--- config.mk ---
export PLATFORM = sky130hd
export DESIGN_NAME = heating_rate_estimator_unit
export DESIGN_NICKNAME = d
export VERILOG_FILES = /design/src/design/hre_pkg.sv /design/src/design/hre_datapath.sv /design/src/design/hre_controller.sv /design/src/design/heating_rate_estimator_unit.sv
export SDC_FILE = /design/constraint.sdc
export NUM_CORES = 1
export LEC_CHECK = 0
export BUFFER_PORTS_ARGS = -buffer_cell sky130_fd_sc_hd__buf_4
export CAP_MARGIN = 20
export CORE_MARGIN = 1
export CORE_UTILIZATION = 63
export DETAILED_ROUTE_END_ITERATION = 10
export GPL_ROUTABILITY_DRIVEN = 0
export PLACE_DENSITY = 0.78
export SETUP_SLACK_MARGIN = 0.2
export SKIP_CTS_REPAIR_TIMING = 1
export SLEW_MARGIN = 10
export SYNTH_ARGS = -nofsm -noshare
export SYNTH_HDL_FRONTEND = slang
export SYNTH_SLANG_ARGS = --single-unit
--- constraint.sdc ---
create_clock -name clk -period 4.8 [get_ports clk]
set_input_delay 0.24 -clock clk [delete_from_list [all_inputs] [get_ports clk]]
set_output_delay 0.24 -clock clk [all_outputs]
set_load 0.1 [all_outputs]
--- src/design/hre_pkg.sv ---
// Package with the shared constants and types of the heating rate estimator.
`timescale 1ns / 1ps

package hre_pkg;

  localparam int HISTORY_DEPTH = 5;
  localparam int SLOT_W        = (HISTORY_DEPTH > 1) ? $clog2(HISTORY_DEPTH) : 1;

  localparam int TEMP_W     = 12;
  localparam int RISE_W     = 12;
  localparam int MINUTE_W   = 20;
  localparam int SLOPE_W    = 16;
  localparam int DIVIDEND_W = 22;
  localparam int DIV_STEPS  = DIVIDEND_W;
  localparam int COUNT_W    = 5;

  localparam int CFG_INDEX_W = 2;
  localparam int CFG_DATA_W  = 16;

  localparam logic [CFG_INDEX_W-1:0] CFG_MIN_TEMP_RISE = 2'd0;
  localparam logic [CFG_INDEX_W-1:0] CFG_SLOPE_FLOOR   = 2'd1;
  localparam logic [CFG_INDEX_W-1:0] CFG_SLOPE_CEILING = 2'd2;

  localparam logic [RISE_W-1:0]     RESET_MIN_RISE = 12'd16;
  localparam logic [SLOPE_W-1:0]    RESET_FLOOR    = 16'd77;
  localparam logic [SLOPE_W-1:0]    RESET_CEILING  = 16'd1024;
  localparam logic [DIVIDEND_W-1:0] RATE_SCALE     = 22'd960;
  localparam logic [SLOPE_W-1:0]    RATE_MAX       = 16'hFFFF;

  typedef struct packed {
    logic              load;
    logic              div_step;
    logic              hist_write;
    logic              scan_step;
    logic              out_load;
    logic [SLOT_W-1:0] scan_idx;
  } hre_cmd_t;

  typedef struct packed {
    logic start_record;
    logic out_free;
  } hre_status_t;

endpackage

--- src/design/hre_datapath.sv ---
// Datapath of the heating rate estimator: edge capture, divider, history ring and scan.
`timescale 1ns / 1ps

module hre_datapath (
  input  logic                                    clk,
  input  logic                                    rst,
  input  hre_pkg::hre_cmd_t                       cmd,
  output hre_pkg::hre_status_t                    status,
  input  logic                                    cfg_write,
  input  logic [hre_pkg::CFG_INDEX_W-1:0]         cfg_index,
  input  logic [hre_pkg::CFG_DATA_W-1:0]          cfg_data,
  input  logic signed [hre_pkg::TEMP_W-1:0]       temperature,
  input  logic                                    heater_on,
  input  logic [hre_pkg::MINUTE_W-1:0]            time_minute,
  output logic                                    out_valid,
  input  logic                                    out_ready,
  output logic [hre_pkg::SLOPE_W-1:0]             slope_estimate,
  output logic                                    sample_recorded
);

  logic [hre_pkg::RISE_W-1:0]     min_temp_rise;
  logic [hre_pkg::SLOPE_W-1:0]    slope_floor;
  logic [hre_pkg::SLOPE_W-1:0]    slope_ceiling;

  logic                           heater_was_on;
  logic [hre_pkg::TEMP_W-1:0]     start_temperature;
  logic [hre_pkg::MINUTE_W-1:0]   start_minute;
  logic [hre_pkg::SLOPE_W-1:0]    history [hre_pkg::HISTORY_DEPTH];
  logic [hre_pkg::SLOT_W-1:0]     write_slot;

  logic                           recorded;
  logic [hre_pkg::DIVIDEND_W-1:0] quotient;
  logic [hre_pkg::MINUTE_W-1:0]   remainder;
  logic [hre_pkg::MINUTE_W-1:0]   divisor;
  logic [hre_pkg::SLOPE_W-1:0]    min_acc;

  logic [hre_pkg::TEMP_W:0]       rise;
  logic                           rising;
  logic                           falling;
  logic                           rise_ok;
  logic [hre_pkg::MINUTE_W-1:0]   minutes;
  logic [hre_pkg::DIVIDEND_W-1:0] dividend;
  logic [hre_pkg::MINUTE_W:0]     trial;
  logic [hre_pkg::MINUTE_W:0]     diff;
  logic                           take;
  logic [hre_pkg::SLOPE_W-1:0]    rate_sat;
  logic [hre_pkg::SLOPE_W-1:0]    hist_rd;
  logic [hre_pkg::SLOPE_W-1:0]    clipped;

  // Rise is a 13-bit signed difference; only a non-negative rise can qualify.
  assign rise     = {temperature[hre_pkg::TEMP_W-1], temperature}
                  - {start_temperature[hre_pkg::TEMP_W-1], start_temperature};
  assign rising   = heater_on & ~heater_was_on;
  assign falling  = ~heater_on & heater_was_on;
  assign rise_ok  = falling & ~rise[hre_pkg::TEMP_W]
                  & (rise[hre_pkg::RISE_W-1:0] >= min_temp_rise);
  assign minutes  = time_minute - start_minute;
  assign dividend = hre_pkg::DIVIDEND_W'(rise[hre_pkg::RISE_W-1:0]) * hre_pkg::RATE_SCALE;

  // Restoring division, one quotient bit a step. A zero divisor yields all ones.
  assign trial    = {remainder, quotient[hre_pkg::DIVIDEND_W-1]};
  assign diff     = trial - {1'b0, divisor};
  assign take     = trial >= {1'b0, divisor};
  assign rate_sat = (|quotient[hre_pkg::DIVIDEND_W-1:hre_pkg::SLOPE_W]) ?
                    hre_pkg::RATE_MAX : quotient[hre_pkg::SLOPE_W-1:0];

  assign hist_rd  = history[cmd.scan_idx];
  assign clipped  = (min_acc < slope_floor)   ? slope_floor :
                    (min_acc > slope_ceiling) ? slope_ceiling : min_acc;

  assign status.start_record = rise_ok;
  assign status.out_free     = ~out_valid | out_ready;

  always_ff @(posedge clk) begin
    if (rst) begin
      min_temp_rise     <= hre_pkg::RESET_MIN_RISE;
      slope_floor       <= hre_pkg::RESET_FLOOR;
      slope_ceiling     <= hre_pkg::RESET_CEILING;
      heater_was_on     <= 1'b0;
      start_temperature <= '0;
      start_minute      <= '0;
      write_slot        <= '0;
      out_valid         <= 1'b0;
      for (int i = 0; i < hre_pkg::HISTORY_DEPTH; i++) begin
        history[i] <= hre_pkg::RESET_CEILING;
      end
    end else begin
      if (cfg_write) begin
        case (cfg_index)
          hre_pkg::CFG_MIN_TEMP_RISE: min_temp_rise <= cfg_data[hre_pkg::RISE_W-1:0];
          hre_pkg::CFG_SLOPE_FLOOR:   slope_floor   <= cfg_data[hre_pkg::SLOPE_W-1:0];
          hre_pkg::CFG_SLOPE_CEILING: slope_ceiling <= cfg_data[hre_pkg::SLOPE_W-1:0];
          default: ;
        endcase
      end
      if (cmd.load) begin
        heater_was_on <= heater_on;
        if (rising) begin
          start_temperature <= temperature;
          start_minute      <= time_minute;
        end
      end
      if (cmd.hist_write) begin
        history[write_slot] <= rate_sat;
        if (write_slot == hre_pkg::SLOT_W'(hre_pkg::HISTORY_DEPTH - 1)) begin
          write_slot <= '0;
        end else begin
          write_slot <= write_slot + 1'b1;
        end
      end
      if (cmd.out_load) begin
        out_valid <= 1'b1;
      end else if (out_ready) begin
        out_valid <= 1'b0;
      end
    end
  end

  always_ff @(posedge clk) begin
    if (cmd.load) begin
      recorded  <= rise_ok;
      quotient  <= dividend;
      remainder <= '0;
      divisor   <= minutes;
      min_acc   <= slope_ceiling;
    end
    if (cmd.div_step) begin
      quotient  <= {quotient[hre_pkg::DIVIDEND_W-2:0], take};
      remainder <= take ? diff[hre_pkg::MINUTE_W-1:0] : trial[hre_pkg::MINUTE_W-1:0];
    end
    if (cmd.scan_step && (hist_rd < min_acc)) begin
      min_acc <= hist_rd;
    end
    if (cmd.out_load) begin
      slope_estimate  <= clipped;
      sample_recorded <= recorded;
    end
  end

endmodule

--- src/design/hre_controller.sv ---
// Controller state machine that sequences one request through the datapath.
`timescale 1ns / 1ps

module hre_controller (
  input  logic                 clk,
  input  logic                 rst,
  input  logic                 in_valid,
  output logic                 in_ready,
  input  hre_pkg::hre_status_t status,
  output hre_pkg::hre_cmd_t    cmd
);

  localparam logic [2:0] ST_IDLE  = 3'd0;
  localparam logic [2:0] ST_DIV   = 3'd1;
  localparam logic [2:0] ST_WRITE = 3'd2;
  localparam logic [2:0] ST_SCAN  = 3'd3;
  localparam logic [2:0] ST_DONE  = 3'd4;

  logic [2:0]                  state;
  logic [2:0]                  state_next;
  logic [hre_pkg::COUNT_W-1:0] count;
  logic [hre_pkg::COUNT_W-1:0] count_next;

  assign in_ready = (state == ST_IDLE);

  always_comb begin
    state_next     = state;
    count_next     = count;
    cmd            = '0;
    cmd.scan_idx   = count[hre_pkg::SLOT_W-1:0];
    case (state)
      ST_IDLE: begin
        if (in_valid) begin
          cmd.load   = 1'b1;
          count_next = '0;
          state_next = status.start_record ? ST_DIV : ST_SCAN;
        end
      end
      ST_DIV: begin
        cmd.div_step = 1'b1;
        if (count == hre_pkg::COUNT_W'(hre_pkg::DIV_STEPS - 1)) begin
          count_next = '0;
          state_next = ST_WRITE;
        end else begin
          count_next = count + 1'b1;
        end
      end
      ST_WRITE: begin
        cmd.hist_write = 1'b1;
        state_next     = ST_SCAN;
      end
      ST_SCAN: begin
        cmd.scan_step = 1'b1;
        if (count == hre_pkg::COUNT_W'(hre_pkg::HISTORY_DEPTH - 1)) begin
          count_next = '0;
          state_next = ST_DONE;
        end else begin
          count_next = count + 1'b1;
        end
      end
      ST_DONE: begin
        if (status.out_free) begin
          cmd.out_load = 1'b1;
          state_next   = ST_IDLE;
        end
      end
      default: begin
        state_next = ST_IDLE;
      end
    endcase
  end

  always_ff @(posedge clk) begin
    if (rst) begin
      state <= ST_IDLE;
      count <= '0;
    end else begin
      state <= state_next;
      count <= count_next;
    end
  end

endmodule

--- src/design/heating_rate_estimator_unit.sv ---
// Top level of the heating rate estimator: controller plus datapath.
// A request that records a slope goes through 22 divider steps, one history write, a
// five-entry scan and one output load; any other request goes through the scan and the
// output load only. The output load waits until the output register is free. A new
// request can be taken in the cycle after the result is loaded.
// Reset (synchronous, active high) restores the register defaults and fills the history.
`timescale 1ns / 1ps

module heating_rate_estimator_unit (
  input  logic                                clk,
  input  logic                                rst,
  input  logic                                in_valid,
  output logic                                in_ready,
  input  logic signed [hre_pkg::TEMP_W-1:0]   temperature,
  input  logic                                heater_on,
  input  logic [hre_pkg::MINUTE_W-1:0]        time_minute,
  output logic                                out_valid,
  input  logic                                out_ready,
  output logic [hre_pkg::SLOPE_W-1:0]         slope_estimate,
  output logic                                sample_recorded,
  input  logic                                cfg_write,
  input  logic [hre_pkg::CFG_INDEX_W-1:0]     cfg_index,
  input  logic [hre_pkg::CFG_DATA_W-1:0]      cfg_data
);

  // The controller only accepts a request in its idle state. It then either runs
  // the bit-serial divider (when a heating run qualifies) or goes straight to the
  // minimum scan over the history ring.
  hre_pkg::hre_cmd_t    cmd;
  hre_pkg::hre_status_t status;

  hre_controller u_controller (
    .clk      (clk),
    .rst      (rst),
    .in_valid (in_valid),
    .in_ready (in_ready),
    .status   (status),
    .cmd      (cmd)
  );

  // The datapath owns the configuration registers, the heater edge state, the
  // divider, the history ring and the output register. The output register lets
  // a finished result wait while the next request is already being taken.
  hre_datapath u_datapath (
    .clk             (clk),
    .rst             (rst),
    .cmd             (cmd),
    .status          (status),
    .cfg_write       (cfg_write),
    .cfg_index       (cfg_index),
    .cfg_data        (cfg_data),
    .temperature     (temperature),
    .heater_on       (heater_on),
    .time_minute     (time_minute),
    .out_valid       (out_valid),
    .out_ready       (out_ready),
    .slope_estimate  (slope_estimate),
    .sample_recorded (sample_recorded)
  );

endmodule

# Yosys cells after proc, flatten, opt, wreduce, memory -nomap -nowiden
# Memory sizes are Yosys's and may differ from the RTL's. A register that Yosys moved wholly into a read port is not among the register bits.
# Index checks and enable logic that the tools add are counted.
# classes
mux	40
n_lt_le_gt_ge	5
reduce_logical	15
n_addsub	5
mul	1
n_eq_ne	13
n_bitwise	9
# ops
cell	n
$mux 16	6
$mux 20	3
$mux 22	2
$sub 20x20->20	2
$lt 16x16->1	2
$mux 3	8
$ge 21x20->1	1
$gt 16x16->1	1
$mul 12x4->16 const B	1
$reduce_or 16->1	1
$mux 1	15
$mux 5	3
$pmux 3 s5	1
$pmux 5 s3	1
$sub 12x12->13	1
$ge 12x12->1	1
$reduce_and 2->1	5
$eq 3x2->1 const B	2
$eq 3x3->1 const B	2
$reduce_bool 2->1	3
$reduce_or 6->1	1
$add 5x1->5 const B	1
$eq 5x3->1 const B	1
$eq 5x5->1 const B	1
other kinds (15)	23
# totals
ram_bits	80
out_inout_bits	19
ff_bits	185
in_bits	56
n_memories	1
wordCells	106
# mem_list
name	words	width	rd	rd_clocked_by_memory_dff	wr	line_no	text
u_datapath.history	5	16	1	1	5	hre_datapath.sv:28	logic [hre_pkg::SLOPE_W-1:0] history [hre_pkg::HISTORY_DEPTH];

# Depth between registers and ports, before layout
# depth
ltp_word	7
ltp_mapped	23

# Modules after synthesis
# From an unflattened synthesis, not the netlist that was laid out.
# hier_totals
hier_cells	1712
area_unflattened_um2	17915.9
# modules_own_cells
module	n_inst	cells_each	seq_area_each_um2	area_per_inst_um2
hre_datapath	1	1644	8348.0	17351.6
hre_controller	1	68	160.2	564.3

# Worst setup path after synthesis
# Ideal clock, no wire load.
# synth_path
kind	register to register
startpoint	register u_controller.state[1]
endpoint	register u_datapath.min_acc[0] (netlist bit) (enable)
path_stages_with_launch	6
slack_ps	215
period_less_slack_ps	4585
t_required_ps	4427
arrival_time_ps	4212
cell_sequence	dfxtp_1 clkbuf_1 nor3_1 nand2_1 inv_1 or2_1
# synth_rtl
item	line_no	text
start: declaration	hre_controller.sv:19	logic [2:0] state;
start signal: assignment	hre_controller.sv:78	state <= state_next;
end signal: assignment	hre_datapath.sv:125	min_acc <= slope_ceiling;
end signal: assignment	hre_datapath.sv:132	min_acc <= hist_rd;
end: declaration	hre_datapath.sv:35	logic [hre_pkg::SLOPE_W-1:0] min_acc;

# Worst setup path after layout
# layout_path
startpoint	register u_datapath.start_temperature[0] (netlist bit)
endpoint	register u_datapath.quotient[20] (netlist bit), data pin
# layout_via
elab_chain_cells	4
# layout_rtl
item	line_no	text
start: declaration	hre_datapath.sv:26	logic [hre_pkg::TEMP_W-1:0] start_temperature;
start signal: assignment	hre_datapath.sv:99	start_temperature <= temperature;
$sub 12x12->13	hre_datapath.sv:52	- {start_temperature[hre_pkg::TEMP_W-1], start_temperature};
$mul 12x4->16	hre_datapath.sv:58	assign dividend = hre_pkg::DIVIDEND_W'(rise[hre_pkg::RISE_W-1:0]) * hre_pkg::RATE_SCALE;
$mux 22	hre_datapath.sv:120	if (cmd.load) begin
$mux 22	hre_datapath.sv:127	if (cmd.div_step) begin
end signal: assignment	hre_datapath.sv:122	quotient <= dividend;
end signal: assignment	hre_datapath.sv:128	quotient <= {quotient[hre_pkg::DIVIDEND_W-2:0], take};
end: declaration	hre_datapath.sv:32	logic [hre_pkg::DIVIDEND_W-1:0] quotient;
# No other way between the ends. The select of a mux whose other input is x is not followed.
# A chain may end at the register's enable or synchronous reset.

==> metrics.cfg <==
[status]
outcome=finished, violations left
violations=negative hold slack

[synth]
synth_top_family_by_area=simple AND/OR/NAND/NOR gates
syn_nets=1916
ys_top_cells_by_count=224 x edfxtp_1, 222 x nand2_1, 183 x nor2_1, 175 x inv_1, 137 x a21oi_1
syn_area_per_cell_um2=10.4
syn_area_um2=17700
synth.most_common_cell=edfxtp_1
synth-main-ff-cell=edfxtp_1
synth_top_area_frac=0.379
synth_adder_area_share=0.115
synth_compound_area_frac=0.112
async_flop_share=0
synth-simple-area-share=0.129
synth_area_leaders=edfxtp_1 38%, dfxtp_1 10%, ha_1 9.5%
ys_warn_count=0
synth_edf_count=224
syn-instance-count=1709
yosysSeqAreaShare=0.483
synth-xor-area-share=0.0311
synth_top_area_cell=edfxtp_1
yosysUniqueCellTypes=76
ys_ff_latch=316
synthMuxAreaShare=0.0757

[grt]
overflow=0
use_met2=0.510
grt_antenna_before_repair=0
globalRouteMet1Util=0.347
grt.total_usage=0.281
grt.busiest_layer=met2
grt_max_degree=65
grt_pass1_vias=12900
grt_pass1_wl_um=63700
met3_usage=0.0389

[sta]
rsz0062_at_grt=false
fin_crit_sh=0.930
slew_violations=0
worst_pin_slew_ns=1.10
slew_headroom=0.264
setup_violations=0
hold_ws_ns=-0.0327
fmax_ghz=0.224
final.min_clock_period_ns=4.46
fin_skew_ns=0.0207
fin_tns_setup_ns=0
hold_violations=15

[floorplan]
io_pins=75
die_area_um2=28800
die_h_um=170
rows=61
start_util=0.640
fp.coreArea_um2=27700
fp.dieW_um=170

[setup_path]
r2r-start=u_datapath.start_temperature[0]
cp.arrival_ns=4.73
path_max_fanout=4
crit_end=u_datapath.quotient[20]
start_kind=flip-flop
endpoint_kind=flip-flop
rr_worst_depth=21
cp-startpoint=u_datapath.start_temperature[0]
required_ns=5.06
reg2reg_to=u_datapath.quotient[20]
criticalPathCategory=reg2reg
rrSetupSlack_ns=0.34

[place]
dpl_cell_area_um2=18700
dpl.hpwl_um=27900
portBuffers=74

[routing]
drt_iter0_markers=943
drt-pass1-iter-count=5
wire_per_inst_um=18.0
route.detailed.drc=0
viasPerCell=5.80
routed_wl_um=40000
vias=12800
drtAntennaViolNets=0

[pwr]
powerDensity_nw_per_um2=417
max-vdd-ir-drop_v=0.000344
p_total_w=0.00848
leakagePower_nw=8.02

[min_path]
hold_path.class=in2reg

[finish]
area_growth_pct=14.6
final_layout_size_suffix_gt1_frac=0.145
fillers=1904
utilization=0.734
final_cell_area_um2=20300
diodes=0
final_nets=2022

[clocking]
cts_buffer_depth=3
numCtsBuffers=34
cts.sinks=316
clk_latency_ns=0.53
htreeDepth=2
cts_tree=done
cts-root-buf=clkbuf_16
clkTransAtPathRegs_ns=0.06

[flow_run]
drv_cap=0

==> worst min path at each step <==
stage               cells past startpoint                                to           startpoint
floorplan                               2         u_datapath.slope_floor[0]          cfg_data[0]
global placement                        0        u_datapath.sample_recorded  u_datapath.recorded
detailed placement                      0        u_datapath.sample_recorded  u_datapath.recorded
CTS                                     3      u_datapath.slope_ceiling[15]         cfg_data[15]
global route                            3  u_datapath.start_temperature[11]      temperature[11]
finish                                  3         u_datapath.slope_floor[6]          cfg_data[6]
==> stage by stage <==
step	setup slack [ns]	instances
finish	0.337	2216
detailed placement	-0.00848	2122
CTS	0.0528	2181
global placement	0.160	2122
global route	0.118	2216
floorplan	0.215	1709
==> kinds of logic (layout without fill, tap and decap cells) <==
kind of cell             Yosys count  in the layout
AO/OA/AOI/OAI                    320            320
XOR/XNOR                          62             62
buffers and inverters            240            369
multiplexers                      92             92
adder cells (fa/ha/maj)          154            154
AND/OR/NAND/NOR                  525            525
flip-flops                       316            316
==> metal layers <==
| metal | part of all wire | up-vias | wire [µm] |
|---|---|---|---|
| li1 | - | 6189 | - |
| met1 | 0.40 | 6149 | 16200 |
| met2 | 0.51 | 429 | 20300 |
| met3 | 0.060 | 79 | 2390 |
| met4 | 0.027 | 0 | 1080 |
| met5 | 0 | - | 0 |
==> area by class of cell <==
cell class                      count  area (µm²)  share of cell area
Clock buffer                       46        1050              0.0518
Multi-Input combinational cell   1153        8410               0.414
Sequential cell                   316        8570               0.422
Timing Repair Buffer              133        1070              0.0527
Tap cell                          378         473              0.0233
Inverter                          177         664              0.0327
Clock inverter                     13        85.1             0.00419
==> critical path: stages, from the launching register on <==
cell and delay (ns):
dfxtp_1 0.31, ha_2 0.18, fa_2 0.37, nand2b_4 0.16, a21o_4 0.24, a21oi_4 0.15, o21a_1 0.20, o21a_1 0.16
nor2_1 0.05, xnor2_1 0.24, ha_1 0.27, inv_1 0.07, fa_1 0.41, inv_1 0.12, ha_4 0.22, nor2b_2 0.16
o21ai_1 0.16, nand2b_1 0.13, a31o_2 0.24, a21oi_2 0.14, xor2_1 0.15, o21ai_1 0.07
==> placed cells by master, fill, tap and decap left out, types with 6 or more instances in the layout <==
| master | synthesis | routed |
|---|---|---|
| a211oi_1 | 14 | 14 |
| a21o_1 | 27 | 26 |
| a21oi_1 | 137 | 132 |
| a21oi_2 | 3 | 6 |
| a31oi_1 | 7 | 6 |
| and2_1 | 8 | 8 |
| buf_4 | 2 | 108 |
| clkbuf_16 | 0 | 39 |
| dfxtp_1 | 92 | 90 |
| dlygate4sd3_1 | 0 | 24 |
| edfxtp_1 | 224 | 224 |
| fa_1 | 16 | 15 |
| ha_1 | 135 | 129 |
| inv_1 | 175 | 175 |
| mux2_2 | 16 | 16 |
| mux2i_1 | 44 | 44 |
| mux4_2 | 32 | 32 |
| nand2_1 | 222 | 220 |
| nand2b_1 | 13 | 12 |
| nand3_1 | 10 | 10 |
| nand4_1 | 14 | 14 |
| nor2_1 | 183 | 181 |
| nor2b_1 | 13 | 12 |
| nor3_1 | 12 | 10 |
| o211ai_1 | 8 | 8 |
| o21a_1 | 17 | 17 |
| o21ai_0 | 38 | 36 |
| o21ai_1 | 25 | 26 |
| o21bai_1 | 6 | 6 |
| or2_1 | 8 | 7 |
| or2_2 | 8 | 8 |
| xnor2_1 | 38 | 36 |
| xor2_1 | 23 | 23 |
==> power by group <==
group	switching (W)	internal [W]
logic	0.00138	0.00114
registers	0.000123	0.00320
clock network	0.00109	0.00155
==> registers in the layout (all words and copies together), names as in the netlist, named ones only <==
signal,flops
u_datapath.recorded,1
u_controller.count,5
u_datapath.sample_recorded,1
u_datapath.heater_was_on,1
u_datapath.min_acc,16
u_datapath.history,128
u_datapath.start_minute,20
u_datapath.slope_ceiling,16
u_datapath.write_slot,3
u_datapath.slope_floor,16
u_controller.state,3
u_datapath.divisor,20
u_datapath.quotient,22
u_datapath.remainder,20
u_datapath.out_valid,1
u_datapath.slope_estimate,16
u_datapath.start_temperature,12
u_datapath.min_temp_rise,12
Note: power is estimated with default switching activity, not from simulation.
